### src/getb_pkg.sv
package getb_pkg;

  // Widths fixed by the request and result fields.
  localparam int CITY_W = 8;
  localparam int NODE_CNT_W = 9;
  localparam int DEG_W = 2;

  // Defaults and constants of the tour builder.
  localparam int DEF_MAX_CITIES = 256;
  localparam int RESET_NODE_COUNT = 256;
  localparam int MIN_NODE_COUNT = 3;
  localparam logic [DEG_W-1:0] DEG_ONE = 2'd1;
  localparam logic [DEG_W-1:0] DEG_FULL = 2'd2;

  // Request command codes.
  localparam logic CMD_START = 1'b0;
  localparam logic CMD_EDGE = 1'b1;

  typedef enum logic [2:0] {
    ST_CLEAR,
    ST_IDLE,
    ST_FIND_A,
    ST_FIND_B,
    ST_DECIDE,
    ST_WR_B,
    ST_RESP,
    ST_SCAN
  } state_t;

endpackage

### src/greedy_edge_tour_builder_unit.sv
// Greedy-edge tour builder. Each request either starts a new tour (cmd 0, no result) or
// offers one candidate edge (cmd 1), and edges must arrive sorted by ascending length. An
// edge is taken when both cities have degree below two and lie in different components;
// every edge request gives one result, and the edge that completes n_eff-1 taken edges
// gives a second one, the closing edge between the two cities of degree one (lower city
// first). Per-city degrees and the union-find parent links live in two memories with a
// registered read. An edge walks the parent links from each city to its root in ST_FIND_A
// and ST_FIND_B, so the depth of the union-find trees sets the time. The edge that
// completes the tour adds a scan of the degree memory, one city per cycle, that stops at
// the second city of degree one. A start request, a node_count write and reset each run a
// clearing pass over every entry of both memories, during which no request is taken;
// configuration writes are taken at any time. A finished result waits in an output register.
module greedy_edge_tour_builder_unit #(
  parameter int MAX_CITIES = getb_pkg::DEF_MAX_CITIES
) (
  input  logic                            clk,
  input  logic                            rst_n,
  // Configuration: node_count
  input  logic                            cfg_we,
  input  logic [getb_pkg::NODE_CNT_W-1:0] cfg_wdata,
  // Request channel
  input  logic                            in_valid,
  output logic                            in_ready,
  input  logic                            in_cmd,
  input  logic [getb_pkg::CITY_W-1:0]     in_city_a,
  input  logic [getb_pkg::CITY_W-1:0]     in_city_b,
  // Result channel
  output logic                            out_valid,
  input  logic                            out_ready,
  output logic                            out_accepted,
  output logic [getb_pkg::CITY_W-1:0]     out_edge_from,
  output logic [getb_pkg::CITY_W-1:0]     out_edge_to,
  output logic                            out_closing,
  output logic                            out_bad_edge,
  output logic                            out_tour_done,
  output logic                            out_last
);

  localparam int CW = $clog2(MAX_CITIES);
  localparam int DW = getb_pkg::DEG_W;
  localparam int AW = getb_pkg::CITY_W;
  localparam logic [CW-1:0] LAST_IDX = CW'(MAX_CITIES - 1);

  // Degree and parent memories, one entry per city.
  logic [DW-1:0] deg_mem [MAX_CITIES];
  logic [CW-1:0] par_mem [MAX_CITIES];

  logic [DW-1:0] deg_rd_r;
  logic [CW-1:0] par_rd_r;
  logic [CW-1:0] rd_addr;

  logic          deg_we;
  logic [CW-1:0] deg_waddr;
  logic [DW-1:0] deg_wdata;
  logic          par_we;
  logic [CW-1:0] par_waddr;
  logic [CW-1:0] par_wdata;

  getb_pkg::state_t state_r, state_nxt;

  logic [getb_pkg::NODE_CNT_W-1:0] node_count_r, node_count_nxt;
  logic [CW:0]   n_eff;

  logic [CW-1:0] clr_idx_r, clr_idx_nxt;
  logic [CW:0]   edges_r, edges_nxt;
  logic          done_r, done_nxt;

  logic [AW-1:0] city_a_r, city_a_nxt;
  logic [AW-1:0] city_b_r, city_b_nxt;
  logic [CW-1:0] cur_r, cur_nxt;
  logic          first_r, first_nxt;
  logic [DW-1:0] deg_a_r, deg_a_nxt;
  logic [DW-1:0] deg_b_r, deg_b_nxt;
  logic [CW-1:0] root_a_r, root_a_nxt;
  logic [CW-1:0] root_b_r, root_b_nxt;

  logic [CW:0]   scan_idx_r, scan_idx_nxt;
  logic          scan_v_r, scan_v_nxt;
  logic [CW-1:0] scan_at_r, scan_at_nxt;
  logic [1:0]    found_r, found_nxt;
  logic [CW-1:0] end0_r, end0_nxt;
  logic [CW-1:0] end1_r, end1_nxt;

  // Staged result, handed to the output register in ST_RESP.
  logic          more_r, more_nxt;
  logic          res_acc_r, res_acc_nxt;
  logic [AW-1:0] res_from_r, res_from_nxt;
  logic [AW-1:0] res_to_r, res_to_nxt;
  logic          res_clo_r, res_clo_nxt;
  logic          res_bad_r, res_bad_nxt;
  logic          res_done_r, res_done_nxt;
  logic          res_last_r, res_last_nxt;

  logic          out_valid_r, out_valid_nxt;
  logic          out_acc_r, out_acc_nxt;
  logic [AW-1:0] out_from_r, out_from_nxt;
  logic [AW-1:0] out_to_r, out_to_nxt;
  logic          out_clo_r, out_clo_nxt;
  logic          out_bad_r, out_bad_nxt;
  logic          out_done_r, out_done_nxt;
  logic          out_last_r, out_last_nxt;

  // Effective city count: node_count saturated to 3..MAX_CITIES.
  always_comb begin
    logic [31:0] nc;
    nc = 32'(node_count_r);
    if (nc < 32'(getb_pkg::MIN_NODE_COUNT)) begin
      nc = 32'(getb_pkg::MIN_NODE_COUNT);
    end else if (nc > 32'(MAX_CITIES)) begin
      nc = 32'(MAX_CITIES);
    end
    n_eff = nc[CW:0];
  end

  always_comb begin
    logic [31:0]   in_a_ext;
    logic [31:0]   in_b_ext;
    logic [31:0]   a_ext;
    logic [31:0]   b_ext;
    logic [31:0]   b_idx_ext;
    logic [31:0]   end0_ext;
    logic [31:0]   end1_ext;
    logic          in_bad;
    logic          out_free;
    logic          issue;
    logic          hit;
    logic [CW:0]   edges_inc;

    in_a_ext  = 32'(in_city_a);
    in_b_ext  = 32'(in_city_b);
    a_ext     = 32'(city_a_r);
    b_ext     = 32'(city_b_r);
    b_idx_ext = 32'(city_b_r);
    end0_ext  = 32'(end0_r);
    end1_ext  = 32'(end1_r);
    in_bad    = (in_a_ext >= 32'(n_eff)) || (in_b_ext >= 32'(n_eff)) ||
                (in_city_a == in_city_b);
    out_free  = !out_valid_r || out_ready;
    issue     = scan_idx_r < n_eff;
    hit       = scan_v_r && (deg_rd_r == getb_pkg::DEG_ONE) && (found_r < 2'd2);
    edges_inc = edges_r + 1'b1;

    state_nxt      = state_r;
    node_count_nxt = node_count_r;
    clr_idx_nxt    = clr_idx_r;
    edges_nxt      = edges_r;
    done_nxt       = done_r;
    city_a_nxt     = city_a_r;
    city_b_nxt     = city_b_r;
    cur_nxt        = cur_r;
    first_nxt      = first_r;
    deg_a_nxt      = deg_a_r;
    deg_b_nxt      = deg_b_r;
    root_a_nxt     = root_a_r;
    root_b_nxt     = root_b_r;
    scan_idx_nxt   = scan_idx_r;
    scan_v_nxt     = 1'b0;
    scan_at_nxt    = scan_at_r;
    found_nxt      = found_r;
    end0_nxt       = end0_r;
    end1_nxt       = end1_r;
    more_nxt       = more_r;
    res_acc_nxt    = res_acc_r;
    res_from_nxt   = res_from_r;
    res_to_nxt     = res_to_r;
    res_clo_nxt    = res_clo_r;
    res_bad_nxt    = res_bad_r;
    res_done_nxt   = res_done_r;
    res_last_nxt   = res_last_r;

    out_valid_nxt = out_valid_r && !out_ready;
    out_acc_nxt   = out_acc_r;
    out_from_nxt  = out_from_r;
    out_to_nxt    = out_to_r;
    out_clo_nxt   = out_clo_r;
    out_bad_nxt   = out_bad_r;
    out_done_nxt  = out_done_r;
    out_last_nxt  = out_last_r;

    in_ready  = 1'b0;
    rd_addr   = cur_r;
    deg_we    = 1'b0;
    deg_waddr = clr_idx_r;
    deg_wdata = '0;
    par_we    = 1'b0;
    par_waddr = clr_idx_r;
    par_wdata = clr_idx_r;

    unique case (state_r)
      getb_pkg::ST_CLEAR: begin
        // Every city back to degree zero and its own root.
        deg_we      = 1'b1;
        par_we      = 1'b1;
        clr_idx_nxt = clr_idx_r + 1'b1;
        if (clr_idx_r == LAST_IDX) begin
          state_nxt = getb_pkg::ST_IDLE;
        end
      end

      getb_pkg::ST_IDLE: begin
        in_ready   = !cfg_we;
        rd_addr    = in_a_ext[CW-1:0];
        cur_nxt    = in_a_ext[CW-1:0];
        first_nxt  = 1'b1;
        city_a_nxt = in_city_a;
        city_b_nxt = in_city_b;
        if (in_valid && !cfg_we) begin
          if (in_cmd == getb_pkg::CMD_START) begin
            clr_idx_nxt = '0;
            edges_nxt   = '0;
            done_nxt    = 1'b0;
            state_nxt   = getb_pkg::ST_CLEAR;
          end else if (done_r || in_bad) begin
            // Ignored or malformed edge: the state stays as it is.
            res_acc_nxt  = 1'b0;
            res_from_nxt = in_city_a;
            res_to_nxt   = in_city_b;
            res_clo_nxt  = 1'b0;
            res_bad_nxt  = in_bad;
            res_done_nxt = done_r;
            res_last_nxt = 1'b1;
            more_nxt     = 1'b0;
            state_nxt    = getb_pkg::ST_RESP;
          end else begin
            state_nxt = getb_pkg::ST_FIND_A;
          end
        end
      end

      getb_pkg::ST_FIND_A: begin
        // Read data belongs to cur_r; follow parent links until a self link.
        if (first_r) begin
          deg_a_nxt = deg_rd_r;
        end
        first_nxt = 1'b0;
        if (par_rd_r == cur_r) begin
          root_a_nxt = cur_r;
          rd_addr    = b_idx_ext[CW-1:0];
          cur_nxt    = b_idx_ext[CW-1:0];
          first_nxt  = 1'b1;
          state_nxt  = getb_pkg::ST_FIND_B;
        end else begin
          rd_addr = par_rd_r;
          cur_nxt = par_rd_r;
        end
      end

      getb_pkg::ST_FIND_B: begin
        if (first_r) begin
          deg_b_nxt = deg_rd_r;
        end
        first_nxt = 1'b0;
        if (par_rd_r == cur_r) begin
          root_b_nxt = cur_r;
          state_nxt  = getb_pkg::ST_DECIDE;
        end else begin
          rd_addr = par_rd_r;
          cur_nxt = par_rd_r;
        end
      end

      getb_pkg::ST_DECIDE: begin
        res_from_nxt = city_a_r;
        res_to_nxt   = city_b_r;
        res_clo_nxt  = 1'b0;
        res_bad_nxt  = 1'b0;
        res_done_nxt = 1'b0;
        if (deg_a_r >= getb_pkg::DEG_FULL || deg_b_r >= getb_pkg::DEG_FULL ||
            root_a_r == root_b_r) begin
          res_acc_nxt  = 1'b0;
          res_last_nxt = 1'b1;
          more_nxt     = 1'b0;
          state_nxt    = getb_pkg::ST_RESP;
        end else begin
          // Take the edge: bump city a and hang root a under root b.
          deg_we    = 1'b1;
          deg_waddr = a_ext[CW-1:0];
          deg_wdata = deg_a_r + 1'b1;
          par_we    = 1'b1;
          par_waddr = root_a_r;
          par_wdata = root_b_r;
          state_nxt = getb_pkg::ST_WR_B;
        end
      end

      getb_pkg::ST_WR_B: begin
        deg_we       = 1'b1;
        deg_waddr    = b_ext[CW-1:0];
        deg_wdata    = deg_b_r + 1'b1;
        edges_nxt    = edges_inc;
        res_acc_nxt  = 1'b1;
        // The edge that leaves one more to go brings the closing edge after it.
        more_nxt     = (32'(edges_inc) + 32'd1) == 32'(n_eff);
        res_last_nxt = !((32'(edges_inc) + 32'd1) == 32'(n_eff));
        state_nxt    = getb_pkg::ST_RESP;
      end

      getb_pkg::ST_RESP: begin
        if (out_free) begin
          out_valid_nxt = 1'b1;
          out_acc_nxt   = res_acc_r;
          out_from_nxt  = res_from_r;
          out_to_nxt    = res_to_r;
          out_clo_nxt   = res_clo_r;
          out_bad_nxt   = res_bad_r;
          out_done_nxt  = res_done_r;
          out_last_nxt  = res_last_r;
          if (more_r) begin
            scan_idx_nxt = '0;
            found_nxt    = '0;
            end0_nxt     = '0;
            end1_nxt     = '0;
            state_nxt    = getb_pkg::ST_SCAN;
          end else begin
            state_nxt = getb_pkg::ST_IDLE;
          end
        end
      end

      getb_pkg::ST_SCAN: begin
        // One read issued per cycle; scan_at_r is registered with the read, so it names the city in deg_rd_r.
        rd_addr     = scan_idx_r[CW-1:0];
        scan_v_nxt  = issue;
        scan_at_nxt = scan_idx_r[CW-1:0];
        if (issue) begin
          scan_idx_nxt = scan_idx_r + 1'b1;
        end
        if (hit) begin
          found_nxt = found_r + 1'b1;
          if (found_r == 2'd0) begin
            end0_nxt = scan_at_r;
          end else begin
            end1_nxt = scan_at_r;
          end
        end
        if ((hit && found_r == 2'd1) || (!issue && !scan_v_r)) begin
          res_acc_nxt  = 1'b1;
          res_from_nxt = (hit && found_r == 2'd0) ? AW'(32'(scan_at_r)) : end0_ext[AW-1:0];
          res_to_nxt   = hit ? AW'(32'(scan_at_r)) : end1_ext[AW-1:0];
          res_clo_nxt  = 1'b1;
          res_bad_nxt  = 1'b0;
          res_done_nxt = 1'b1;
          res_last_nxt = 1'b1;
          more_nxt     = 1'b0;
          done_nxt     = 1'b1;
          state_nxt    = getb_pkg::ST_RESP;
        end
      end
    endcase

    // A node_count write restarts the tour from a clean state.
    if (cfg_we) begin
      node_count_nxt = cfg_wdata;
      clr_idx_nxt    = '0;
      edges_nxt      = '0;
      done_nxt       = 1'b0;
      state_nxt      = getb_pkg::ST_CLEAR;
    end
  end

  always_ff @(posedge clk) begin
    if (!rst_n) begin
      state_r      <= getb_pkg::ST_CLEAR;
      node_count_r <= getb_pkg::NODE_CNT_W'(getb_pkg::RESET_NODE_COUNT);
      clr_idx_r    <= '0;
      edges_r      <= '0;
      done_r       <= 1'b0;
      first_r      <= 1'b0;
      scan_v_r     <= 1'b0;
      found_r      <= '0;
      more_r       <= 1'b0;
      out_valid_r  <= 1'b0;
    end else begin
      state_r      <= state_nxt;
      node_count_r <= node_count_nxt;
      clr_idx_r    <= clr_idx_nxt;
      edges_r      <= edges_nxt;
      done_r       <= done_nxt;
      first_r      <= first_nxt;
      scan_v_r     <= scan_v_nxt;
      found_r      <= found_nxt;
      more_r       <= more_nxt;
      out_valid_r  <= out_valid_nxt;
    end
  end

  always_ff @(posedge clk) begin
    city_a_r   <= city_a_nxt;
    city_b_r   <= city_b_nxt;
    cur_r      <= cur_nxt;
    deg_a_r    <= deg_a_nxt;
    deg_b_r    <= deg_b_nxt;
    root_a_r   <= root_a_nxt;
    root_b_r   <= root_b_nxt;
    scan_idx_r <= scan_idx_nxt;
    scan_at_r  <= scan_at_nxt;
    end0_r     <= end0_nxt;
    end1_r     <= end1_nxt;
    res_acc_r  <= res_acc_nxt;
    res_from_r <= res_from_nxt;
    res_to_r   <= res_to_nxt;
    res_clo_r  <= res_clo_nxt;
    res_bad_r  <= res_bad_nxt;
    res_done_r <= res_done_nxt;
    res_last_r <= res_last_nxt;
    out_acc_r  <= out_acc_nxt;
    out_from_r <= out_from_nxt;
    out_to_r   <= out_to_nxt;
    out_clo_r  <= out_clo_nxt;
    out_bad_r  <= out_bad_nxt;
    out_done_r <= out_done_nxt;
    out_last_r <= out_last_nxt;
  end

  // Memories: one write port and one registered read port each.
  always_ff @(posedge clk) begin
    if (deg_we) begin
      deg_mem[deg_waddr] <= deg_wdata;
    end
    deg_rd_r <= deg_mem[rd_addr];
  end

  always_ff @(posedge clk) begin
    if (par_we) begin
      par_mem[par_waddr] <= par_wdata;
    end
    par_rd_r <= par_mem[rd_addr];
  end

  assign out_valid     = out_valid_r;
  assign out_accepted  = out_acc_r;
  assign out_edge_from = out_from_r;
  assign out_edge_to   = out_to_r;
  assign out_closing   = out_clo_r;
  assign out_bad_edge  = out_bad_r;
  assign out_tour_done = out_done_r;
  assign out_last      = out_last_r;

endmodule

### config.mk
export PLATFORM = sky130hd
export DESIGN_NAME = greedy_edge_tour_builder_unit
export DESIGN_NICKNAME = d
export VERILOG_FILES = /design/src/getb_pkg.sv /design/src/greedy_edge_tour_builder_unit.sv
export SDC_FILE = /design/constraint.sdc
export NUM_CORES = 2
export LEC_CHECK = 0
export ABC_CLOCK_PERIOD_IN_PS = 22700
export BUFFER_PORTS_ARGS = -buffer_cell sky130_fd_sc_hd__buf_2
export CAP_MARGIN = 20
export CORE_UTILIZATION = 25
export DETAILED_ROUTE_END_ITERATION = 10
export PLACE_DENSITY_LB_ADDON = 0.15
export SLEW_MARGIN = 20
export SYNTH_ARGS = -nofsm -noshare
export SYNTH_HDL_FRONTEND = slang
export SYNTH_SLANG_ARGS = --single-unit
### constraint.sdc
create_clock -name clk -period 22.7 [get_ports clk]
set_input_delay 2.27 -clock clk [delete_from_list [all_inputs] [get_ports clk]]
set_output_delay 2.27 -clock clk [all_outputs]
set_load 0.1 [all_outputs]
==> results.toml <==
[drt]
drc_errors = 0
wl_um = 394000
drt_iter0_markers = 6294
drtPass1Iterations = 6
viasPerCell = 4.83
wl_per_cell_um = 28.4
num_vias = 67000
ant_nets = 0

[worst_setup_path]
worstPathMaxFanout = 121
crit_chain = "buf_2 > nor2b_1 > o21ai_2 > a21boi_1 > a211oi_4 > buf_4 > buf_12 > buf_12 > buf_4 > mux2i_1 > o22ai_1 > nor4_1 > o21ai_1 > o21ai_0 > nand4b_1"
path_buf_inv = 5
crit_family = "buffers and inverters"
reg2reg_from = "state_r[1]$_SDFFE_PP0P_"
rrSetupSlack_ns = 15.10
start_kind = "input port"
cp-end-kind = "flop"
worstPathArrival_ns = 8.60
r2r.worst_path.cells = 15
crit_path_max_incr_delay_ns = 0.93
cpMaxStageDelayCell = "o21ai_0"
worstSetupPathType = "in -> reg"
crit_required_ns = 23.48
r2r_end = "par_rd_r[5]$_DFF_P_"

[global_route]
grt_max_degree = 205
antenna_found_initial = 32
grt_pass1_vias = 65900
grt_pass1_wl_um = 544000
grt_overflow = 0
grt_use_total_pct = 17.3

[cells_and_area]
layout.nets = 7800
layout_common_cells = "edfxtp_1, nand2_1, mux2i_1, nor2_1, nand3_1"
register_area_mm2 = 0.0814
drive_above_1_share_pct = 9.99
multi_input_area_mm2 = 0.0269
final_common_cell = "edfxtp_1"
areaGrowthSynthToFinish_pct = 15.6
finalNonFillerCells = 13900
num-fill-cells = 44100

[power_and_ir_drop]
p_clk_share_pct = 46.9
power_leakage_nw = 41.4
p_switching_mw = 2.14
cellPowerDensity_mw_per_mm2 = 81.8
vdd_drop_max_v = 0.0000573
p_int_mw = 8.27
power_mw = 10.4
power_frac_comb_pct = 0.6
p_seq_share_pct = 52.5
switching_share_pct = 20.6

[clock_network]
cts_tree = "yes"
cts-root-buf = "clkbuf_16"
hold_buffers = 0
path_clk_slew_ns = 0.06
clock_latency_ns = 0.95
ctsLongestPathBuffers = 4
numClockSinks = 2725
cts_setup_buffers = 0
numCtsBuffers = 312
htreeDepth = 5
cts.repair.resized = 0

[timing]
period_share_pct = 34.5
rsz0062_at_grt = "false"
setup_viol = 0
min_period_ns = 7.83
final_max_slew_viol_count = 0
hold_viol = 0
worst_pin_slew_ns = 1.17
clock_skew_ns = 0.0442
slew_headroom_pct = 21.1
fmax_mhz = 128
tns_ns = 0

[synth]
synth_top_family_by_area = "simple AND/OR/NAND/NOR gates"
synth_area_mm2 = 0.110
synth_top_area_share_pct = 73.1
synth-compound-area-share_pct = 5.39
synth-seq-area-share_pct = 73.9
synth_top_area_cell = "edfxtp_1"
syn_inst = 7653
postSynthAreaPerCell_um2 = 14.4
ys_warn_count = 0
synth_xor_xnor_area_share_pct = 0.453
synth_edf_count = 2679
ys_types = 87
synth_ff_type = "edfxtp_1"
yosys_register_bits = 2725
muxShareOfSynthArea_pct = 7.09
synth.area.top_cells = "edfxtp_1, mux2i_1, nand2_1, nand3_1, o22ai_1"
syn_nets = 7716
synth-simple-area-share_pct = 10.5
async_flop_share_pct = 0
synthAdderAreaFrac_pct = 0.364

[job]
cap_violations = 0

[min_path]
worstHoldStart = "res_from_r[2]$_DFFE_PP_"
hold_end = "out_edge_from[2]$_DFFE_PP_"
hp-class = "reg -> reg"
hold_depth = 0

[status]
status = "finished clean"

[floorplanning]
dieArea_mm2 = 0.443
fp.dieH_um = 666
rows = 243
coreArea_mm2 = 0.438
initial_utilization_pct = 25.1
ios = 54
die-width_um = 666

[placement]
place_hpwl_um = 238000
place_congestion = 0.790
dp_cells = 13300
port_buffers = 53
## kinds of logic after synthesis
| kind of cell | after synthesis |
|---|---|
| adders and majority gates | 32 |
| AOI/OAI and AO/OA | 881 |
| xor gates and xnor gates | 57 |
| DFF | 2725 |
| and+or+nand+nor | 2695 |
| buffers and inverters | 488 |
| muxes | 775 |
## power by group through the flow
stage	Combinational (mW)	Sequential, mW	Clock [mW]
6_report	0.0609	5.46	4.89
5_1_grt	0.0654	5.46	5.17
4_1_cts	0.0620	5.46	5.00
3_5_place_dp	0.0618	5.57	0
3_3_place_gp	0.0609	5.57	0
2_1_floorplan	0.0263	5.57	0
## through the flow
step | hold WS [ns] | utilization (%) | cell area, um^2 | worst slack [ns]
finish | 0.416 | 29.0 | 127000 | 14.87
global route | 0.427 | 29.0 | 127000 | 14.80
CTS | 0.418 | 29.0 | 127000 | 14.98
detailed placement | 0.405 | 26.8 | 117000 | 13.98
global placement | 0.403 | 26.8 | 117000 | 13.97
floorplan | 0.400 | - | 110000 | 12.61
## how the worst max path moves through the flow
stage,cells past startpoint,from,endpoint,slack [ns]
final,15,in_city_a[1],par_rd_r[5]$_DFF_P_,14.87
after global routing,14,in_city_a[1],par_rd_r[3]$_DFF_P_,14.80
after CTS,16,in_city_a[1],par_rd_r[6]$_DFF_P_,14.98
after detailed placement,16,in_city_a[1],par_rd_r[6]$_DFF_P_,13.98
after global placement,16,in_city_a[1],par_rd_r[6]$_DFF_P_,13.97
after floorplan,7,deg_a_r[1]$_DFFE_PP_,deg_mem[0][0]$_DFFE_PP_,12.61
## synthesized netlist by cell type (5+ instances only)
| cell | count |
|---|---|
| nand3_1 | 522 |
| a31oi_1 | 67 |
| clkbuf_1 | 152 |
| a21oi_1 | 97 |
| a311oi_1 | 27 |
| o221ai_1 | 6 |
| o21a_1 | 6 |
| dfxtp_1 | 46 |
| mux2_2 | 5 |
| a41oi_1 | 7 |
| nand2_1 | 1254 |
| nor4_1 | 16 |
| a211oi_1 | 5 |
| mux2i_1 | 767 |
| buf_1 | 27 |
| a22oi_1 | 22 |
| buf_2 | 207 |
| nor2b_1 | 26 |
| a21o_1 | 18 |
| nand4_1 | 77 |
| nand3b_1 | 18 |
| o21ai_0 | 84 |
| ha_1 | 32 |
| o211ai_1 | 11 |
| edfxtp_1 | 2679 |
| buf_6 | 20 |
| and2_1 | 22 |
| xor2_1 | 29 |
| nand2b_1 | 10 |
| a222oi_1 | 6 |
| and3_1 | 65 |
| or3_1 | 9 |
| o31ai_1 | 14 |
| o2111ai_1 | 10 |
| or4_1 | 14 |
| nor2_1 | 609 |
| inv_1 | 17 |
| nor3_1 | 23 |
| o22ai_1 | 369 |
| o41ai_1 | 68 |
| xnor2_1 | 28 |
| buf_4 | 63 |
## layer usage
layer  global-route usage, %  part of all wire, %  up-vias  wire (um)
met3                    1.92                  5.1      547      20200
met2                    27.8                   46     2059     181000
met5                       0               0.0033        -         13
met4                    4.97                  3.1        2      12100
li1                        -                    -    29300          -
met1                    24.4                   46    35100     180000
## worst register-to-register path, cell delays in order, from the launching register on
cell and delay, ns:
dfxtp_1 0.55, buf_4 0.32, nand2_1 0.36, a21oi_1 0.43, nor2_1 0.15, a211oi_4 0.21, buf_4 0.55, buf_12 0.69
buf_12 0.80, buf_4 0.89, mux2i_1 0.32, o22ai_1 0.11, nor4_1 0.74, o21ai_1 0.24, o21ai_0 0.93, nand4b_1 0.20
## registers in the layout, indices dropped and copies added (netlist names), 9 cells and up
register and flops:
par_mem 2048, deg_mem 512, edges_r 9, node_count_r 9, scan_idx_r 9
## final cells by class
| type | instances | share of cell area [%] |
|---|---|---|
| flip-flops and latches | 2725 | 64.0 |
| multi-input cells | 4440 | 21.1 |
| clock buffers | 402 | 6.60 |
| well taps | 5880 | 5.78 |
| repair buffers | 240 | 1.46 |
| clock inverters | 160 | 1.01 |
| inverters | 18 | 0.0531 |
| diodes | 9 | 0.0177 |
Note: power is estimated with default switching activity, not from simulation.
